File: src/rtl/core/necd_pkg.sv
// necd_pkg: shared types, constants and helper functions for the NEC IR frame decoder.
// Used by every file under rtl/core; has no dependencies of its own.
package necd_pkg;

    // Width of the interval length field, in microseconds
    localparam int DURATION_BITS = 20;
    localparam int TOL_W         = 10;
    localparam int STATUS_W      = 3;
    localparam int BYTE_W        = 8;
    localparam int WORD_W        = 16;
    localparam int COUNT_W       = 5;
    localparam int USER_IN_W     = 2;
    localparam int DATA_IN_W     = ((DURATION_BITS + 7) / 8) * 8;
    localparam int DATA_OUT_W    = ((STATUS_W + 2 * BYTE_W + 7) / 8) * 8;
    localparam int Q_DEPTH       = 2;
    localparam int Q_PTR_W       = $clog2(Q_DEPTH);
    localparam int Q_CNT_W       = $clog2(Q_DEPTH + 1);

    localparam logic [TOL_W-1:0] TOL_RESET = TOL_W'(100);

    // Nominal timings in microseconds
    localparam int unsigned NOM_LEAD_SPACE = 9000;
    localparam int unsigned NOM_LEAD_PULSE = 4500;
    localparam int unsigned NOM_BIT_ZERO   = 563;
    localparam int unsigned NOM_BIT_ONE    = 1687;
    localparam int unsigned NOM_REP_PULSE  = 2300;
    localparam int unsigned NOM_REP_SPACE  = 540;
    localparam int unsigned REP_GAP_LOW    = 37000;
    localparam int unsigned REP_GAP_HIGH   = 110000;
    localparam logic [BYTE_W-1:0] INV_CHECK = 8'hff;

    localparam logic MODE_DECODE  = 1'b0;
    localparam logic MODE_RESTART = 1'b1;
    localparam logic FORM_SPACE   = 1'b0;
    localparam logic FORM_PULSE   = 1'b1;

    typedef enum logic [3:0] {
        PH_READY,
        PH_LEAD1,
        PH_ADDR,
        PH_CMD,
        PH_WAITREP,
        PH_REP1,
        PH_REP2,
        PH_REP3,
        PH_REP4,
        PH_FAILED
    } t_phase;

    typedef enum logic [STATUS_W-1:0] {
        ST_MORE     = 3'd0,
        ST_MORE_REP = 3'd1,
        ST_MSG      = 3'd2,
        ST_REP      = 3'd3,
        ST_FAIL     = 3'd4
    } t_status;

    // One classified interval, as handed from the front end to the sequencer
    typedef struct packed {
        logic restart;
        logic pulse;
        logic near_lead_space;
        logic near_lead_pulse;
        logic near_one;
        logic near_zero;
        logic near_rep_pulse;
        logic near_rep_space;
        logic rep_gap;
    } t_class;

    // Strict absolute tolerance match: |d - nominal| < tol
    function automatic logic near_to(input logic [DURATION_BITS-1:0] d,
                                     input int unsigned nominal,
                                     input logic [TOL_W-1:0] tol);
        logic [DURATION_BITS-1:0] nom;
        logic [DURATION_BITS-1:0] diff;
        nom  = DURATION_BITS'(nominal);
        diff = (d > nom) ? (d - nom) : (nom - d);
        return diff < {{(DURATION_BITS - TOL_W){1'b0}}, tol};
    endfunction

    // A word is valid when its high byte is the inverse of its low byte
    function automatic logic word_ok(input logic [WORD_W-1:0] w);
        return (w[BYTE_W-1:0] ^ w[WORD_W-1:BYTE_W]) == INV_CHECK;
    endfunction

endpackage

File: src/rtl/core/necd_front.sv
// necd_front: holds the tolerance register and classifies each incoming interval.
// Depends on necd_pkg.
module necd_front (
    input  logic                              i_clk,
    input  logic                              i_rst_n,
    input  logic                              i_cfg_valid,
    output logic                              o_cfg_ready,
    input  logic [necd_pkg::TOL_W-1:0]        i_cfg_data,
    input  logic                              i_mode,
    input  logic                              i_form,
    input  logic [necd_pkg::DURATION_BITS-1:0] i_duration,
    output necd_pkg::t_class                  o_class
);
    import necd_pkg::*;

    logic [TOL_W-1:0] r_tolerance;

    assign o_cfg_ready = 1'b1;

    always_ff @(posedge i_clk) begin
        if (!i_rst_n) begin
            r_tolerance <= TOL_RESET;
        end else if (i_cfg_valid) begin
            r_tolerance <= i_cfg_data;
        end
    end

    // All compares run in parallel; none depends on decoder state.
    always_comb begin
        o_class.restart         = (i_mode == MODE_RESTART);
        o_class.pulse           = (i_form == FORM_PULSE);
        o_class.near_lead_space = near_to(i_duration, NOM_LEAD_SPACE, r_tolerance);
        o_class.near_lead_pulse = near_to(i_duration, NOM_LEAD_PULSE, r_tolerance);
        o_class.near_one        = near_to(i_duration, NOM_BIT_ONE, r_tolerance);
        o_class.near_zero       = near_to(i_duration, NOM_BIT_ZERO, r_tolerance);
        o_class.near_rep_pulse  = near_to(i_duration, NOM_REP_PULSE, r_tolerance);
        o_class.near_rep_space  = near_to(i_duration, NOM_REP_SPACE, r_tolerance);
        o_class.rep_gap         = (i_duration > DURATION_BITS'(REP_GAP_LOW)) &&
                                  (i_duration < DURATION_BITS'(REP_GAP_HIGH));
    end

endmodule

File: src/rtl/core/necd_queue.sv
// necd_queue: short first-in first-out buffer of classified intervals.
// Depends on necd_pkg.
module necd_queue (
    input  logic             i_clk,
    input  logic             i_rst_n,
    input  logic             i_push,
    input  necd_pkg::t_class i_item,
    output logic             o_full,
    output logic             o_valid,
    output necd_pkg::t_class o_item,
    input  logic             i_pop
);
    import necd_pkg::*;

    t_class               r_slot [Q_DEPTH];
    logic [Q_PTR_W-1:0]   r_wr_ptr;
    logic [Q_PTR_W-1:0]   r_rd_ptr;
    logic [Q_CNT_W-1:0]   r_count;
    logic                 do_push;
    logic                 do_pop;

    assign o_full  = (r_count == Q_CNT_W'(Q_DEPTH));
    assign o_valid = (r_count != '0);
    assign o_item  = r_slot[r_rd_ptr];
    assign do_push = i_push && !o_full;
    assign do_pop  = i_pop && o_valid;

    always_ff @(posedge i_clk) begin
        if (do_push) begin
            r_slot[r_wr_ptr] <= i_item;
        end
    end

    always_ff @(posedge i_clk) begin
        if (!i_rst_n) begin
            r_wr_ptr <= '0;
            r_rd_ptr <= '0;
            r_count  <= '0;
        end else begin
            if (do_push) begin
                r_wr_ptr <= (r_wr_ptr == Q_PTR_W'(Q_DEPTH - 1)) ? '0 : r_wr_ptr + 1'b1;
            end
            if (do_pop) begin
                r_rd_ptr <= (r_rd_ptr == Q_PTR_W'(Q_DEPTH - 1)) ? '0 : r_rd_ptr + 1'b1;
            end
            if (do_push && !do_pop) begin
                r_count <= r_count + 1'b1;
            end else if (do_pop && !do_push) begin
                r_count <= r_count - 1'b1;
            end
        end
    end

endmodule

File: src/rtl/core/necd_back.sv
// necd_back: frame sequencer that walks the NEC phases and holds the result register.
// Depends on necd_pkg.
module necd_back (
    input  logic                          i_clk,
    input  logic                          i_rst_n,
    input  logic                          i_q_valid,
    input  necd_pkg::t_class              i_q_item,
    output logic                          o_q_pop,
    output logic                          o_valid,
    input  logic                          i_ready,
    output logic [necd_pkg::DATA_OUT_W-1:0] o_data
);
    import necd_pkg::*;

    t_phase              r_phase, n_phase;
    logic [COUNT_W-1:0]  r_bit_count, n_bit_count;
    logic                r_half, n_half;
    logic [WORD_W-1:0]   r_addr_word, n_addr_word;
    logic [WORD_W-1:0]   r_cmd_word, n_cmd_word;
    logic [BYTE_W-1:0]   r_addr_latch, n_addr_latch;
    logic [BYTE_W-1:0]   r_cmd_latch, n_cmd_latch;
    t_status             n_status;

    logic                r_out_valid;
    t_status             r_out_status;
    logic [BYTE_W-1:0]   r_out_addr;
    logic [BYTE_W-1:0]   r_out_cmd;

    // Half-bit step shared by the address and command phases
    logic [WORD_W-1:0]   tb_word;
    logic [COUNT_W-1:0]  tb_count;
    logic                tb_half;
    logic                tb_fail;
    logic                tb_full;

    assign o_q_pop = i_q_valid && (!r_out_valid || i_ready);
    assign o_valid = r_out_valid;
    assign o_data  = {{(DATA_OUT_W - STATUS_W - 2 * BYTE_W){1'b0}},
                      r_out_cmd, r_out_addr, r_out_status};

    always_comb begin
        tb_word  = (r_phase == PH_CMD) ? r_cmd_word : r_addr_word;
        tb_count = r_bit_count;
        tb_half  = r_half;
        tb_fail  = 1'b0;
        tb_full  = 1'b0;
        if (r_bit_count[COUNT_W-1]) begin
            tb_fail = 1'b1;
        end else if (!i_q_item.pulse && !r_half) begin
            tb_half = 1'b1;
        end else if (i_q_item.pulse && r_half) begin
            tb_half = 1'b0;
            if (i_q_item.near_one) begin
                tb_word[r_bit_count[COUNT_W-2:0]] = 1'b1;
            end else if (i_q_item.near_zero) begin
                tb_word[r_bit_count[COUNT_W-2:0]] = 1'b0;
            end else begin
                tb_fail = 1'b1;
            end
            if (!tb_fail) begin
                tb_count = r_bit_count + 1'b1;
                tb_full  = (tb_count == COUNT_W'(WORD_W));
            end
        end else begin
            tb_fail = 1'b1;
        end
    end

    always_comb begin
        n_phase      = r_phase;
        n_bit_count  = r_bit_count;
        n_half       = r_half;
        n_addr_word  = r_addr_word;
        n_cmd_word   = r_cmd_word;
        n_addr_latch = r_addr_latch;
        n_cmd_latch  = r_cmd_latch;
        n_status     = ST_FAIL;
        if (i_q_item.restart) begin
            n_phase     = PH_READY;
            n_bit_count = '0;
            n_half      = 1'b0;
            n_addr_word = '0;
            n_cmd_word  = '0;
            n_status    = ST_MORE;
        end else begin
            case (r_phase)
                PH_READY: begin
                    if (r_bit_count == '0 && !i_q_item.pulse && i_q_item.near_lead_space) begin
                        n_phase  = PH_LEAD1;
                        n_status = ST_MORE;
                    end
                end
                PH_LEAD1: begin
                    if (r_bit_count == '0 && i_q_item.pulse && i_q_item.near_lead_pulse) begin
                        n_phase  = PH_ADDR;
                        n_half   = 1'b0;
                        n_status = ST_MORE;
                    end
                end
                PH_ADDR: begin
                    if (!tb_fail) begin
                        n_half      = tb_half;
                        n_addr_word = tb_word;
                        n_bit_count = tb_count;
                        if (!tb_full) begin
                            n_status = ST_MORE;
                        end else if (word_ok(tb_word)) begin
                            n_phase      = PH_CMD;
                            n_bit_count  = '0;
                            n_addr_latch = tb_word[BYTE_W-1:0];
                            n_status     = ST_MORE;
                        end
                    end
                end
                PH_CMD: begin
                    if (!tb_fail) begin
                        n_half      = tb_half;
                        n_cmd_word  = tb_word;
                        n_bit_count = tb_count;
                        if (!tb_full) begin
                            n_status = ST_MORE;
                        end else if (word_ok(tb_word)) begin
                            n_phase     = PH_WAITREP;
                            n_bit_count = '0;
                            n_cmd_latch = tb_word[BYTE_W-1:0];
                            n_status    = ST_MSG;
                        end
                    end
                end
                PH_WAITREP: begin
                    if (!i_q_item.pulse && i_q_item.near_zero) begin
                        n_phase  = PH_REP1;
                        n_status = ST_MORE_REP;
                    end
                end
                PH_REP1: begin
                    if (i_q_item.pulse && i_q_item.rep_gap) begin
                        n_phase  = PH_REP2;
                        n_status = ST_MORE_REP;
                    end
                end
                PH_REP2: begin
                    if (!i_q_item.pulse && i_q_item.near_lead_space) begin
                        n_phase  = PH_REP3;
                        n_status = ST_MORE_REP;
                    end
                end
                PH_REP3: begin
                    if (i_q_item.pulse && i_q_item.near_rep_pulse) begin
                        n_phase  = PH_REP4;
                        n_status = ST_MORE_REP;
                    end
                end
                PH_REP4: begin
                    if (!i_q_item.pulse && i_q_item.near_rep_space) begin
                        n_phase  = PH_REP1;
                        n_status = ST_REP;
                    end
                end
                default: begin
                    n_status = ST_FAIL;
                end
            endcase
            // Any mismatch parks the sequencer until a restart arrives
            if (n_status == ST_FAIL) begin
                n_phase = PH_FAILED;
            end
        end
    end

    always_ff @(posedge i_clk) begin
        if (!i_rst_n) begin
            r_phase      <= PH_READY;
            r_bit_count  <= '0;
            r_half       <= 1'b0;
            r_addr_word  <= '0;
            r_cmd_word   <= '0;
            r_addr_latch <= '0;
            r_cmd_latch  <= '0;
        end else if (o_q_pop) begin
            r_phase      <= n_phase;
            r_bit_count  <= n_bit_count;
            r_half       <= n_half;
            r_addr_word  <= n_addr_word;
            r_cmd_word   <= n_cmd_word;
            r_addr_latch <= n_addr_latch;
            r_cmd_latch  <= n_cmd_latch;
        end
    end

    always_ff @(posedge i_clk) begin
        if (!i_rst_n) begin
            r_out_valid <= 1'b0;
        end else if (o_q_pop) begin
            r_out_valid <= 1'b1;
        end else if (i_ready) begin
            r_out_valid <= 1'b0;
        end
    end

    always_ff @(posedge i_clk) begin
        if (o_q_pop) begin
            r_out_status <= n_status;
            r_out_addr   <= n_addr_latch;
            r_out_cmd    <= n_cmd_latch;
        end
    end

endmodule

File: src/rtl/core/nec_ir_frame_decoder.sv
// nec_ir_frame_decoder: top level of the NEC infrared frame decoder.
// Depends on necd_pkg, necd_front, necd_queue and necd_back.
//
// The decoder takes timed line intervals (a space or a pulse with a length in
// microseconds) and recognises the NEC leader, the 32 pulse-distance bits that
// carry the address and command words with their inverses, and the repeat-code
// chain that follows a message. Every input beat yields exactly one output beat
// whose status reads need more, need more to repeat, message decoded, repeat
// decoded or failed, together with the low bytes of the last accepted address
// and command words. Failure is sticky until a restart beat (mode set) arrives.
// The block sustains one interval per clock cycle: the front end classifies a
// beat against all nominal timings in the cycle it is accepted, a two-entry
// queue holds classified beats, and the sequencer consumes one queued beat per
// cycle into the output register unless a result stalls there. The slave
// side drops tready only when the queue is full, which happens only after
// the master side has stalled. The tolerance register is written through its
// own channel, which is always ready; write it only while no beat is in
// flight.
module nec_ir_frame_decoder (
    input  logic                              i_clk,
    input  logic                              i_rst_n,
    // Tolerance register write channel
    input  logic                              i_cfg_valid,
    output logic                              o_cfg_ready,
    input  logic [necd_pkg::TOL_W-1:0]        i_cfg_data,
    // Interval stream in
    input  logic                              s_axis_tvalid,
    output logic                              s_axis_tready,
    // tdata: duration_us, padded with zeros to whole bytes
    input  logic [necd_pkg::DATA_IN_W-1:0]    s_axis_tdata,
    // tuser: mode (bit 0), pulse_form (bit 1)
    input  logic [necd_pkg::USER_IN_W-1:0]    s_axis_tuser,
    // Result stream out
    output logic                              m_axis_tvalid,
    input  logic                              m_axis_tready,
    // tdata: status, address_byte, command_byte, then zero padding
    output logic [necd_pkg::DATA_OUT_W-1:0]   m_axis_tdata
);
    import necd_pkg::*;

    t_class  front_class;
    t_class  q_item;
    logic    q_full;
    logic    q_valid;
    logic    q_pop;
    logic    push;

    assign s_axis_tready = !q_full;
    assign push          = s_axis_tvalid && s_axis_tready;

    necd_front u_front (
        .i_clk       (i_clk),
        .i_rst_n     (i_rst_n),
        .i_cfg_valid (i_cfg_valid),
        .o_cfg_ready (o_cfg_ready),
        .i_cfg_data  (i_cfg_data),
        .i_mode      (s_axis_tuser[0]),
        .i_form      (s_axis_tuser[1]),
        .i_duration  (s_axis_tdata[DURATION_BITS-1:0]),
        .o_class     (front_class)
    );

    necd_queue u_queue (
        .i_clk   (i_clk),
        .i_rst_n (i_rst_n),
        .i_push  (push),
        .i_item  (front_class),
        .o_full  (q_full),
        .o_valid (q_valid),
        .o_item  (q_item),
        .i_pop   (q_pop)
    );

    necd_back u_back (
        .i_clk     (i_clk),
        .i_rst_n   (i_rst_n),
        .i_q_valid (q_valid),
        .i_q_item  (q_item),
        .o_q_pop   (q_pop),
        .o_valid   (m_axis_tvalid),
        .i_ready   (m_axis_tready),
        .o_data    (m_axis_tdata)
    );

endmodule

File: config.mk
export PLATFORM = sky130hd
export DESIGN_NAME = nec_ir_frame_decoder
export DESIGN_NICKNAME = d
export VERILOG_FILES = /design/src/rtl/core/necd_pkg.sv /design/src/rtl/core/necd_front.sv /design/src/rtl/core/necd_queue.sv /design/src/rtl/core/necd_back.sv /design/src/rtl/core/nec_ir_frame_decoder.sv
export SDC_FILE = /design/constraint.sdc
export NUM_CORES = 1
export LEC_CHECK = 0
export ABC_AREA = 1
export BUFFER_PORTS_ARGS = -buffer_cell sky130_fd_sc_hd__buf_4
export CAP_MARGIN = 25
export CORE_UTILIZATION = 35
export CTS_BUF_LIST = sky130_fd_sc_hd__clkbuf_16
export CTS_CLUSTER_SIZE = 14
export DETAILED_ROUTE_END_ITERATION = 8
export GPL_TIMING_DRIVEN = 0
export PLACE_DENSITY = 0.57
export SYNTH_ARGS = -nofsm -noshare
export SYNTH_HDL_FRONTEND = slang
export SYNTH_HIERARCHICAL = 1
export SYNTH_SLANG_ARGS = --single-unit
File: constraint.sdc
create_clock -name i_clk -period 3.5 [get_ports i_clk]
set_clock_uncertainty 0.1 [all_clocks]
set_input_delay 0.175 -clock i_clk [delete_from_list [all_inputs] [get_ports i_clk]]
set_output_delay 0.175 -clock i_clk [all_outputs]
set_load 0.01 [all_outputs]
Word level (Yosys, flattened, before mapping). Memory sizes are Yosys's and may differ from the RTL's. A register that Yosys moved wholly into a read port is not among the register bits. Index checks and enable logic that the tools add are counted.

Bits in registers: 92. Bits in writable memories: 18. Output and inout port bits: 27. Logic and storage cells: 223. Memories kept: 1.

Memories: u_queue.r_slot (words 2, bits a word 9, rd ports 1, clocked after Yosys merged registers in 1, wr ports 1, line necd_queue.sv:15) `t_class r_slot [Q_DEPTH];`.

$add $sub $neg: 17. Magnitude comparators: 16. Equal/unequal tests: 30. Multiplexer cells: 98. Bitwise gates (word level): 4. Reductions and logical operators: 42.

Operators with widths (count): 16-bit 2-to-1 mux (11); 20-bit by 10-bit less-than comparator with 1-bit output (6); 20-bit 2-to-1 mux (6); 8-bit 2-to-1 mux (10); 4-bit 2-to-1 mux (15); 5-bit 2-to-1 mux (9); 3-bit 2-to-1 mux (14); 20-bit by 10-bit > comparator with 1-bit output (second input constant) (2); 10-bit by 20-bit subtractor with 20-bit output (first input constant) (2); 20-bit by 10-bit subtractor with 20-bit output (second input constant) (2); 4-bit by 2-bit inequality test with 1-bit output (second input constant) (9); 4-bit one-hot mux with 9 select lines (1); 1-bit 2-to-1 mux (27); 3-bit one-hot mux with 9 select lines (1); 20-bit by 11-bit > comparator with 1-bit output (second input constant) (1); 20-bit by 12-bit > comparator with 1-bit output (second input constant) (1); 20-bit by 13-bit > comparator with 1-bit output (second input constant) (1); 20-bit by 14-bit > comparator with 1-bit output (second input constant) (1); 20-bit by 16-bit > comparator with 1-bit output (second input constant) (1); 20-bit by 17-bit less-than comparator with 1-bit output (second input constant) (1); 11-bit by 20-bit subtractor with 20-bit output (first input constant) (1); 12-bit by 20-bit subtractor with 20-bit output (first input constant) (1); 13-bit by 20-bit subtractor with 20-bit output (first input constant) (1); 14-bit by 20-bit subtractor with 20-bit output (first input constant) (1); 43 further kinds (82).

Logic depth before layout (Yosys ltp). Gate-level depths: netlist of the first run.

Depth after elaboration: 21. Mapped depth: 26.

Hierarchy. Netlist of the first run, hierarchy kept.

Modules (own cells, without submodules): necd_front (instances 1, cells each 1301, area an instance 6799.0 um^2, sequential area each 200.2 um^2); necd_back (instances 1, cells each 701, area an instance 4598.2 um^2, sequential area each 1751.7 um^2); necd_queue (instances 1, cells each 65, area an instance 894.6 um^2, sequential area each 640.6 um^2); nec_ir_frame_decoder (instances 1, cells each 3, area an instance 13.8 um^2, sequential area each 0.0 um^2).

Least setup slack after synthesis of the first run. OpenSTA, ideal clock, no wires.

Path kind: register to register. Start point: register (tool-made name). End point: register u_back.r_out_addr[2] (data pin). Setup time: 256 ps. Data arrival time: 2727 ps. Required time: 3144 ps. Setup slack: 417 ps. Stages on the path, launching flop included: 22. Buffers on the path: 3. Cells stage by stage: dfxtp_1 buf_2 mux2_2 inv_1 ha_1 inv_1 nand2_1 nor2_1 buf_2 nand2_1 nand2_1 o21ai_1 nand2_1 nand2_1 nand2_1 nor2_2 nand3_2 nor2_2 buf_4 inv_1 o21ai_1 inv_1.

RTL lines: to (signal assigned) (line necd_back.sv:204) `r_out_addr <= n_addr_latch;`; to (decl) (line necd_back.sv:26) `logic [BYTE_W-1:0] r_out_addr;`.

==> results of run 1 <==
==> power groups by stage <==
stage | logic [mW] | registers, mW | clock network, mW
after global routing | 4.43 | 2.09 | 1.18
after detailed placement | 3.72 | 2.07 | 0
after floorplan | 2.54 | 2.10 | 0
after global placement | 3.65 | 2.06 | 0
final | 3.95 | 2.04 | 1.10
after CTS | 3.78 | 2.04 | 1.13
==> per-stage QoR <==
step                      cell area, um2  util [%]  TNS, ps  power, mW  setup slack [ps]
after floorplan                    12300         -        0       4.64               417
after global placement             13200      38.3   -18320       5.70              -776
after detailed placement           13300      38.4   -18770       5.79              -757
after CTS                          13800      40.0    -4.23       6.95             -4.23
after global routing               14100      40.9        0       7.69              2.95
final                              14100      40.9        0       7.09               199
==> cells in the mapped netlist, drive strengths merged <==
| cell type | count | share of area, % |
|---|---|---|
| dfxtp | 74 | 12 |
| o21ai | 150 | 6.3 |
| nand3 | 207 | 8.5 |
| a21oi | 121 | 5.0 |
| o21a | 5 | 0.31 |
| ha | 75 | 7.6 |
| a211oi | 6 | 0.37 |
| xnor2 | 3 | 0.21 |
| a21o | 1 | 0.061 |
| or2 | 4 | 0.20 |
| a31oi | 4 | 0.20 |
| nor4 | 3 | 0.15 |
| nand4 | 14 | 0.76 |
| o2111ai | 1 | 0.071 |
| clkinv | 5 | 0.15 |
| nor2 | 270 | 9.1 |
| o211ai | 6 | 0.37 |
| edfxtp | 37 | 9.0 |
| nor3 | 19 | 0.77 |
| conb | 2 | 0.061 |
| a21boi | 2 | 0.21 |
| o21bai | 5 | 0.31 |
| and3 | 1 | 0.051 |
| clkbuf | 22 | 0.67 |
| a41oi | 1 | 0.071 |
| nand3b | 5 | 0.31 |
| nand2 | 653 | 21 |
| a32oi | 1 | 0.071 |
| inv | 242 | 7.4 |
| o31ai | 1 | 0.061 |
| o41ai | 1 | 0.071 |
| mux2 | 9 | 0.82 |
| buf | 57 | 3.2 |
| nor3b | 1 | 0.061 |
| xor2 | 62 | 4.4 |
==> repair_timing <==
item	4_1_cts	5_1_grt
endpoints found under the setup margin	51	54
hold buffers	18	0
resized for setup	21	62
cloned	0	0
endpoints found under the hold margin	14	0
setup buffers	0	13
pin swaps	0	7
==> cell families after synthesis <==
group	synth area share, %
AOI/OAI and AO/OA	13.4
xor gates and xnor gates	4.63
adders and majority gates	7.63
buffers and inverters	11.5
DFF	21.1
muxes	0.824
other	0.0610
and+or+nand+nor	40.9
==> registers in the layout (all words and copies together) (netlist names), named ones only <==
name and cells:
u_front/r_tolerance 10, u_back/r_out_status 3, u_back/r_cmd_latch 8, u_back/r_addr_word 16
u_back/r_cmd_word 16, u_queue/r_count 2, u_back/r_addr_latch 8, u_back/r_out_addr 8
u_back/r_out_cmd 8, u_back/r_phase 4, u_queue/r_slot 18, u_back/r_bit_count 5
u_queue/r_rd_ptr 1, u_back/r_half 1, u_queue/r_wr_ptr 1, u_back/o_valid 1
==> worst max-delay path, cell delays in order <==
cell      delay (ps)
buf_4            130
buf_2            190
inv_6            150
ha_1             210
nand2_1          150
nor2_2           200
nand3_1          110
nand2_1          110
buf_4            200
buf_6            170
nand2_1           70
nand2_1           70
nand2_1           40
nand2_1           60
inv_1             40
ha_1             280
nand2_1          100
nor2_1            50
a211oi_1         180
nand2_1          110
nand3_1           90
nand2_1          120
nor2_1           110
nand3_1          130
nor2_4           150
==> layout by cell type (no fill, tap or decap), types with 10 or more instances in the layout <==
cell type      synthesis  routed
a21oi_1              118     117
buf_2                 23      16
buf_4                 19      76
buf_6                 11      16
clkbuf_1              22      21
clkbuf_16              0      10
dfxtp_1               74      74
dlygate4sd3_1          0      18
edfxtp_1              37      37
ha_1                  75      70
inv_1                224     214
inv_2                 15      18
nand2_1              621     613
nand2_2               24      32
nand3_1              205     200
nand4_1               13      13
nor2_1               249     242
nor2_2                12      13
nor2_4                 8      14
nor3_1                19      19
o21ai_0              125     123
o21ai_1               20      19
xor2_1                62      62
==> routing by layer <==
| metal | vias to the layer above | share of wire (%) | GRT usage [%] |
|---|---|---|---|
| met5 | - | 0 | 0 |
| met4 | 0 | 4.3 | 12.8 |
| met3 | 120 | 5.6 | 2.58 |
| met2 | 490 | 48 | 48.1 |
| met1 | 6460 | 42 | 34.3 |
| li1 | 6842 | - | - |
==> worst min path at each step <==
stage,slack [ps],cells after the start,endpoint,startpoint
after global routing,80,3,u_front/r_tolerance[1],i_cfg_data[1]
after global placement,270,1,u_queue/r_slot[0][7],s_axis_tuser[1]
after CTS,0.4,3,u_front/r_tolerance[1],i_cfg_data[1]
after floorplan,190,1,u_front/r_tolerance[2],i_cfg_valid
final,30,3,u_front/r_tolerance[0],i_cfg_valid
after detailed placement,270,1,u_queue/r_slot[1][8],s_axis_tuser[0]
==> final cells by class <==
class	instances	area, um2
plain buffers	79	515
clock buffers	10	250
clock inverters	6	66.3
fillers	3890	20400
inverters	247	965
multi-input cells	1637	8520
flip-flops and latches	111	2590
well taps	455	569
repair buffers	78	654
==> key figures, run 1 <==
Run status
  • Status: complete, no violations

Critical path
  • Critical Path Start: s_axis_tdata[4]
  • Critical path class: primary input to register
  • Worst Path Arrival: between 3000 and 4000 ps
  • Startpoint types: primary input
  • Reg2reg end: u_back/r_phase[0]
  • R2R depth: 20
  • WP data required: 3620 ps
  • R2R Setup Slk: 270 ps
  • Worst Setup EP: u_queue/r_slot[1][6]
  • CP Max Fanout: 12
  • CP Capture Type: register

CTS
  • Root Buffer Master: clkbuf_16
  • CTS sink count: approximately 110
  • CTS tree: done
  • CTS clk-pin slew, worst paths: 90 ps
  • CTS buffer count: 9
  • CTS Buffer Depth: 2
  • Clk_lat worst skew: 370 ps
  • H-tree Lvls: 3

Drt
  • Via count: 13900
  • Residual DRC: 0
  • Initial DRT Pass Iterations: 7
  • Initial DRC count: 1191
  • Per-cell routed wire length: 18.8 um
  • Vias/cell: 5.30
  • Routed WL: 49.4 mm
  • Routed Antenna Nets: 0

Power
  • Peak VDD IR: 0.366 mV
  • PD cells: 501 nW/um2
  • Net Sw Frac: 46.8%
  • Sw Pwr: 3.32 mW
  • Pleak: 6.76 nW
  • Sequential Power Share: 28.8%
  • Int Pwr: 3.77 mW
  • Comb power frac: 55.7%
  • Share of total power in the clock network: approximately 16%

Timing
  • Max-slew headroom: 38.2%
  • Final period util: 94.3%
  • Crit path time final: about 3300 ps
  • # setup viols final: 0
  • RSZ-0062 raised after global routing: no
  • WHS: 31.4 ps
  • Fmax: around 300 MHz
  • Fin. max-slew vios: 0
  • Worst Tran Pin Value: 927 ps
  • Hold Fails Final Rpt: 0

Final layout
  • Synth-to-layout area growth: 14.9%
  • Non-filler cells, final: around 2600
  • Share of cells above drive strength 1: 12.4%
  • N_diodes: 0
  • Nets: around 2300

Synth
  • Yosys warnings: 6
  • Synth unique cells: 52
  • Mapped Cells: 2070
  • Synthesis-stage register bit count: 111
  • Post-Syn Area: 12300 um2
  • Register area share after synthesis: 21.1%
  • Mapped Avg Cell Area: ~6 um2

Floorplanning
  • # IOs: 68
  • Die width: 190 um
  • Core ar.: 34500 um2
  • Rows: 68
  • Die Footprint: 35900 um2
  • Die Span Y: 190 um
  • Starting Density: 35.6%

GRT
  • Gr usage total: 27.7%
  • First-pass GRT wire length: between 70 and 80 mm
  • Largest net degree at the start of global routing: 22
  • Congestion Overflow GR: 0
  • Vias in the first global route: 13300
  • Initial antenna violation count: 0

Job
  • Max-cap check violation count: 0

Placement
  • DP Cell Count: 2576
  • Port Buf Inserts: 46
  • HPWL Detailed: around 39 mm
  • Gpl congestion: between 0.9 and 1

Worst hold path
  • Worst min-delay path category: primary input to register
(Power assumes the default switching activity.)
==> inputs of run 2 (changes only) <==
- CORE_UTILIZATION: 35 -> 64
- PLACE_DENSITY: 0.57 -> 0.89
==> key figures, run 2 (same netlist as run 1, synthesis figures left out) <==
Run status
  • Status: complete, no violations

Power
  • Comb power frac: 56.7%
  • Pleak: between 6 and 7 nW
  • Peak VDD IR: 0.319 mV
  • Sw Pwr: 3.46 mW
  • Sequential Power Share: 28.7%
  • Total power: 7.21 mW
  • Int Pwr: 3.75 mW
  • Share of total power in the clock network: 14.6%
  • Net Sw Frac: 47.9%
  • PD cells: 522 nW/um2

GRT
  • Vias in the first global route: 13900
  • Grt met1 use: 52.0%
  • Congestion Overflow GR: 0
  • Busiest layer in global routing: met2
  • Largest net degree at the start of global routing: 23
  • M2 GR Usage: between 70% and 80%
  • Initial antenna violation count: 0
  • Met3 Use GR: 8.90%
  • Gr usage total: 47.0%
  • First-pass GRT wire length: ~70 mm

Drt
  • Via count: 14800
  • Per-cell routed wire length: 19.5 um
  • Initial DRT Pass Iterations: 8
  • Initial DRC count: 1932
  • Residual DRC: 0
  • Routed WL: roughly 47 mm
  • Vias/cell: 6.18
  • Routed Antenna Nets: 0

Timing
  • Final period util: 99.1%
  • Max-slew headroom: between 30% and 40%
  • Worst Tran Pin Value: 1020 ps
  • Hold Fails Final Rpt: 0
  • WHS: 1.75 ps
  • # setup viols final: 0
  • Final worst setup slack: about 32 ps
  • Fin. max-slew vios: 0
  • Crit path time final: 3470 ps
  • Fmax: 288 MHz

Final layout
  • Share of cells above drive strength 1: 12.2%
  • Nets: 2277
  • Biggest register: u_queue/r_slot
  • Commonest non-fill, non-tap cells in the layout: nand2_1 (617), nor2_1 (241), inv_1 (215)
  • Max reg flops: 18
  • Synth-to-layout area growth: 12.1%
  • N_diodes: 0
  • Regs by FF count: u_queue/r_slot (18), u_back/r_addr_word (16), u_back/r_cmd_word (16)
  • Commonest non-fill, non-tap cell in the layout: nand2_1

CTS
  • CTS Buffer Depth: 2
  • CTS clk-pin slew, worst paths: 90 ps
  • CTS sink count: 111
  • H-tree Lvls: 3
  • Root Buffer Master: clkbuf_16
  • Clk_lat worst skew: roughly 370 ps
  • CTS buffer count: 9
  • CTS tree: done

Critical path
  • Worst Path Arrival: 3490 ps
  • CP Max Fanout: 5
  • Startpoint types: register
  • CP Capture Type: register
  • Critical path class: register to register
  • WP data required: 3520 ps

Floorplanning
  • Rows: 50
  • Core ar.: 18800 um2
  • # IOs: 68
  • Starting Density: about two thirds
  • Die Footprint: 19800 um2
  • Die width: 141 um
  • Die Span Y: 141 um

Placement
  • Gpl congestion: 1.13
  • DP Worst Slack: -726 ps
  • Port Buf Inserts: 46
  • HPWL Detailed: approximately 34 mm

Worst hold path
  • Worst min-delay path category: primary input to register

Job
  • Max-cap check violation count: 0
==> run 2: cell types whose count changed in the layout (fill, tap and decap cells not counted), sizes merged <==
cell,previous run,this run
clkinvlp,5,3
buf,114,117
clkbuf,35,32
dlygate4sd3,18,15
clkinv,5,8
==> run 2: repair_timing <==
item / 4_1_cts / 5_1_grt
endpoints found under the setup margin: 46 / 48
buffers inserted: 0 / 13
hold endpoints to repair: 11 / 0
cloned: 0 / 1
hold buffers: 15 / 0
gates resized for setup: 18 / 50
pin swaps: 0 / 9
==> run 2: cell type report <==
cell class,instances,area [um2]
multi-input cells,1637,8510
fillers,1666,4970
flip-flops and latches,111,2590
inverters,247,951
repair buffers,76,638
plain buffers,79,508
well taps,234,293
clock buffers,9,225
clock inverters,7,78.8
==> run 2: power by group through the flow <==
| stage | Combinational [mW] | Clock, mW | Sequential, mW |
|---|---|---|---|
| 2_1_floorplan | 2.54 | 0 | 2.10 |
| 3_3_place_gp | 3.49 | 0 | 2.06 |
| 4_1_cts | 3.76 | 1.05 | 2.06 |
| 3_5_place_dp | 3.69 | 0 | 2.08 |
| 5_1_grt | 4.45 | 1.11 | 2.11 |
| 6_report | 4.09 | 1.05 | 2.07 |
==> run 2: critical path, cell delays in order (launching register included) <==
cell and delay [ps]:
dfxtp_1 330, buf_6 130, mux2_4 240, inv_2 70, ha_4 170, inv_1 60, nand2_1 80, nor2_4 160
buf_2 200, nand2_1 70, nand3_1 90, nand2_1 110, nand2_1 120, inv_1 40, nor2_1 100, nand2_1 120
nor2_4 140, nand3_4 130, nor2_4 190, buf_6 150, clkinvlp_4 140, o21ai_2 170, inv_1 90
==> run 2: stage by stage <==
stage | setup TNS (ps) | utilization [%] | std cells | area [um2]
3_3_place_gp | -10490 | 69.0 | 2354 | 13000
3_5_place_dp | -11710 | 69.2 | 2355 | 13000
5_1_grt | -243 | 73.5 | 2400 | 13800
4_1_cts | 0 | 71.9 | 2386 | 13500
2_1_floorplan | 0 | - | 2074 | 12300
6_report | 0 | 73.5 | 2400 | 13800
==> run 2: path summary, 6_finish.rpt <==
kind / to / start / depth (start not counted) / slack, ps
min reg2reg: u_back/r_cmd_word[14] / u_back/r_cmd_word[14] / 2 / 360
min: u_front/r_tolerance[1] / i_cfg_data[1] / 3 / 2
max reg2reg: u_back/r_out_addr[2] / register / 22 / 30
max: u_back/r_out_addr[2] / register / 22 / 30
==> run 2: per-layer routing <==
metal | share of wire (%) | wire (um)
met1 | 34 | 16100
met2 | 45 | 21000
met3 | 10 | 4870
met4 | 10 | 4720
met5 | 0 | 0
==> inputs of run 3 (changes only) <==
- CORE_ASPECT_RATIO: unset -> 0.5
==> key figures, run 3 (same netlist as run 1, synthesis figures left out) <==
Drt
  • Routed Antenna Nets: 0
  • Vias/cell: between 6 and 7
  • Via count: 14900
  • Initial DRC count: between 2000 and 2500
  • Residual DRC: 0
  • Per-cell routed wire length: ~19 um
  • Routed WL: 46.1 mm
  • Initial DRT Pass Iterations: 8

GRT
  • Initial antenna violation count: 0
  • Congestion Overflow GR: 0
  • Vias in the first global route: 13600
  • First-pass GRT wire length: 70.5 mm
  • Gr usage total: a little under half
  • Largest net degree at the start of global routing: 21

Critical path
  • Largest delay share family, worst path: simple AND/OR/NAND/NOR gates
  • R2R depth: 19
  • Critical path buffers and inverters: 6
  • Critical path class: register to register
  • WP data required: 3500 ps
  • Slowest cell on the critical path: dfxtp_1
  • Crit-path cells: buf_6 > mux2_4 > inv_4 > ha_4 > nor2_4 > nand3_1 > buf_4 > nor2_1 > a21oi_1 > nand2_1 > nand2_1 > nand2_1 > nor2_4 > nand3_4 > nor2_4 > buf_6 > clkinvlp_4 > o21ai_2 > inv_1
  • Startpoint types: register
  • R2R Setup Slk: -40 ps
  • Worst Path Arrival: ~3500 ps
  • Slowest Stage Delay on Critical Path: 360 ps
  • Reg2reg end: u_back/r_out_addr[3]
  • CP Capture Type: register
  • CP Max Fanout: 10

Worst hold path
  • Worst min-delay path category: primary input to register
  • Hold Path Sink: u_front/r_tolerance[4]
  • Hold Startpoint: i_cfg_data[4]
  • Hold depth: 3

Placement
  • Port Buf Inserts: 46
  • DP Worst Slack: -1320 ps
  • HPWL Detailed: approximately 34 mm
  • Gpl congestion: 1.11
  • DP Cell Count: roughly 2400

Job
  • Max-cap check violation count: 0

Timing
  • Fin. max-slew vios: 0
  • Final worst setup slack: -36.1 ps
  • Final period util: 101%
  • Worst Tran Pin Value: 909 ps
  • Max-slew headroom: 38.9%
  • Hold Fails Final Rpt: 0
  • Fmax: 283 MHz
  • # setup viols final: 1
  • Crit path time final: about 3500 ps

CTS
  • H-tree Lvls: 3
  • CTS Buffer Depth: 2
  • CTS clk-pin slew, worst paths: 80 ps
  • CTS sink count: roughly 110
  • CTS tree: done
  • CTS buffer count: 9
  • Root Buffer Master: clkbuf_16
  • Clk_lat worst skew: around 360 ps

Final layout
  • Commonest non-fill, non-tap cells in the layout: nand2_1 (618), nor2_1 (241), inv_1 (216)
  • Regs by FF count: u_queue/r_slot (18), u_back/r_addr_word (16), u_back/r_cmd_word (16)
  • Share of cells above drive strength 1: approximately 12%
  • Non-filler cells, final: 2428
  • Synth-to-layout area growth: 12.1%
  • N_diodes: 0
  • Biggest register: u_queue/r_slot
  • Commonest non-fill, non-tap cell in the layout: nand2_1
  • Nets: 2280
  • Max reg flops: 18

Floorplanning
  • Rows: 35
  • # IOs: 68
  • Die Span Y: ~100 um
  • Die Footprint: 19800 um2
  • Die width: between 150 and 200 um
  • Starting Density: 66.1%
  • Core ar.: 18600 um2

Run status
  • Failing checks: setup timing
  • Status: finished, violations left

Power
  • PD cells: 516 nW/um2
  • Pleak: just under 7 nW
  • Total power: 7.12 mW
  • Peak VDD IR: around 0.33 mV
==> run 3: changes by cell type in the layout (fill, tap and decap cells not counted), moves of 2 or more <==
| cell | change |
|---|---|
| o21ai_0 | -2 |
| nand3_2 | -2 |
| buf_4 | +6 |
| nand2_4 | -2 |
| inv_2 | -2 |
| clkbuf_4 | +2 |
| clkinv_2 | +2 |
| buf_6 | -2 |
| ha_1 | -2 |
| nand3_1 | +2 |
==> run 3: tightest hold or removal path: stages <==
cell	delay, ps
buf_4	70
o21ai_0	70
a21oi_1	110
==> run 3: area by class of cell <==
| cell class | instances | area [um2] |
|---|---|---|
| clock buffers | 10 | 250 |
| inverters | 247 | 952 |
| well taps | 259 | 324 |
| fillers | 1539 | 4810 |
| repair buffers | 79 | 633 |
| plain buffers | 79 | 503 |
| flip-flops and latches | 111 | 2590 |
| multi-input cells | 1637 | 8480 |
| clock inverters | 6 | 58.8 |
==> run 3: metal layers <==
| metal | global-route usage (%) | vias to the layer above | part of all wire [%] |
|---|---|---|---|
| met1 | 57.3 | 6649 | 38 |
| met5 | 0 | - | 0 |
| li1 | - | 6844 | - |
| met2 | 72.2 | 1130 | 43 |
| met3 | 11.5 | 237 | 14 |
| met4 | 27.1 | 0 | 5.7 |
==> run 3: report_power, final <==
| part | internal, mW | total (mW) | switching [mW] |
|---|---|---|---|
| Clock | 0.544 | 1.05 | 0.511 |
| Sequential | 1.86 | 2.07 | 0.210 |
| Combinational | 1.37 | 4.00 | 2.63 |
| Total | 3.77 | 7.12 | 3.35 |
==> run 3: per-stage QoR <==
step / TNS (ps) / cell area [um2] / hold WS (ps) / util, %
after floorplan: 0 / 12300 / 191 / -
after global placement: -9470 / 13000 / 265 / 69.8
after detailed placement: -12030 / 13000 / 267 / 69.9
after CTS: 0 / 13500 / 2.94 / 72.7
after global routing: -804 / 13800 / 31.6 / 74.1
final: -36.1 / 13800 / 13.2 / 74.1
==> run 3: worst max-delay path by stage <==
| stage | endpoint | slack (ps) | cells past startpoint |
|---|---|---|---|
| floorplan | u_back/r_out_addr[2] | 420 | 21 |
| global placement | u_queue/r_slot[0][2] | -1150 | 21 |
| detailed placement | u_queue/r_slot[0][2] | -1320 | 21 |
| CTS | u_back/r_out_addr[6] | 4 | 22 |
| global route | u_back/r_out_addr[3] | -140 | 19 |
| finish | u_back/r_out_addr[3] | -40 | 19 |
==> run 3: repair_timing <==
action / in CTS / in global routing
cloned: 0 / 1
gates resized for setup: 17 / 46
endpoints found under the hold margin: 10 / 0
setup buffers: 2 / 15
pin swaps: 0 / 7
hold buffers: 14 / 0
setup endpoints to repair: 44 / 48
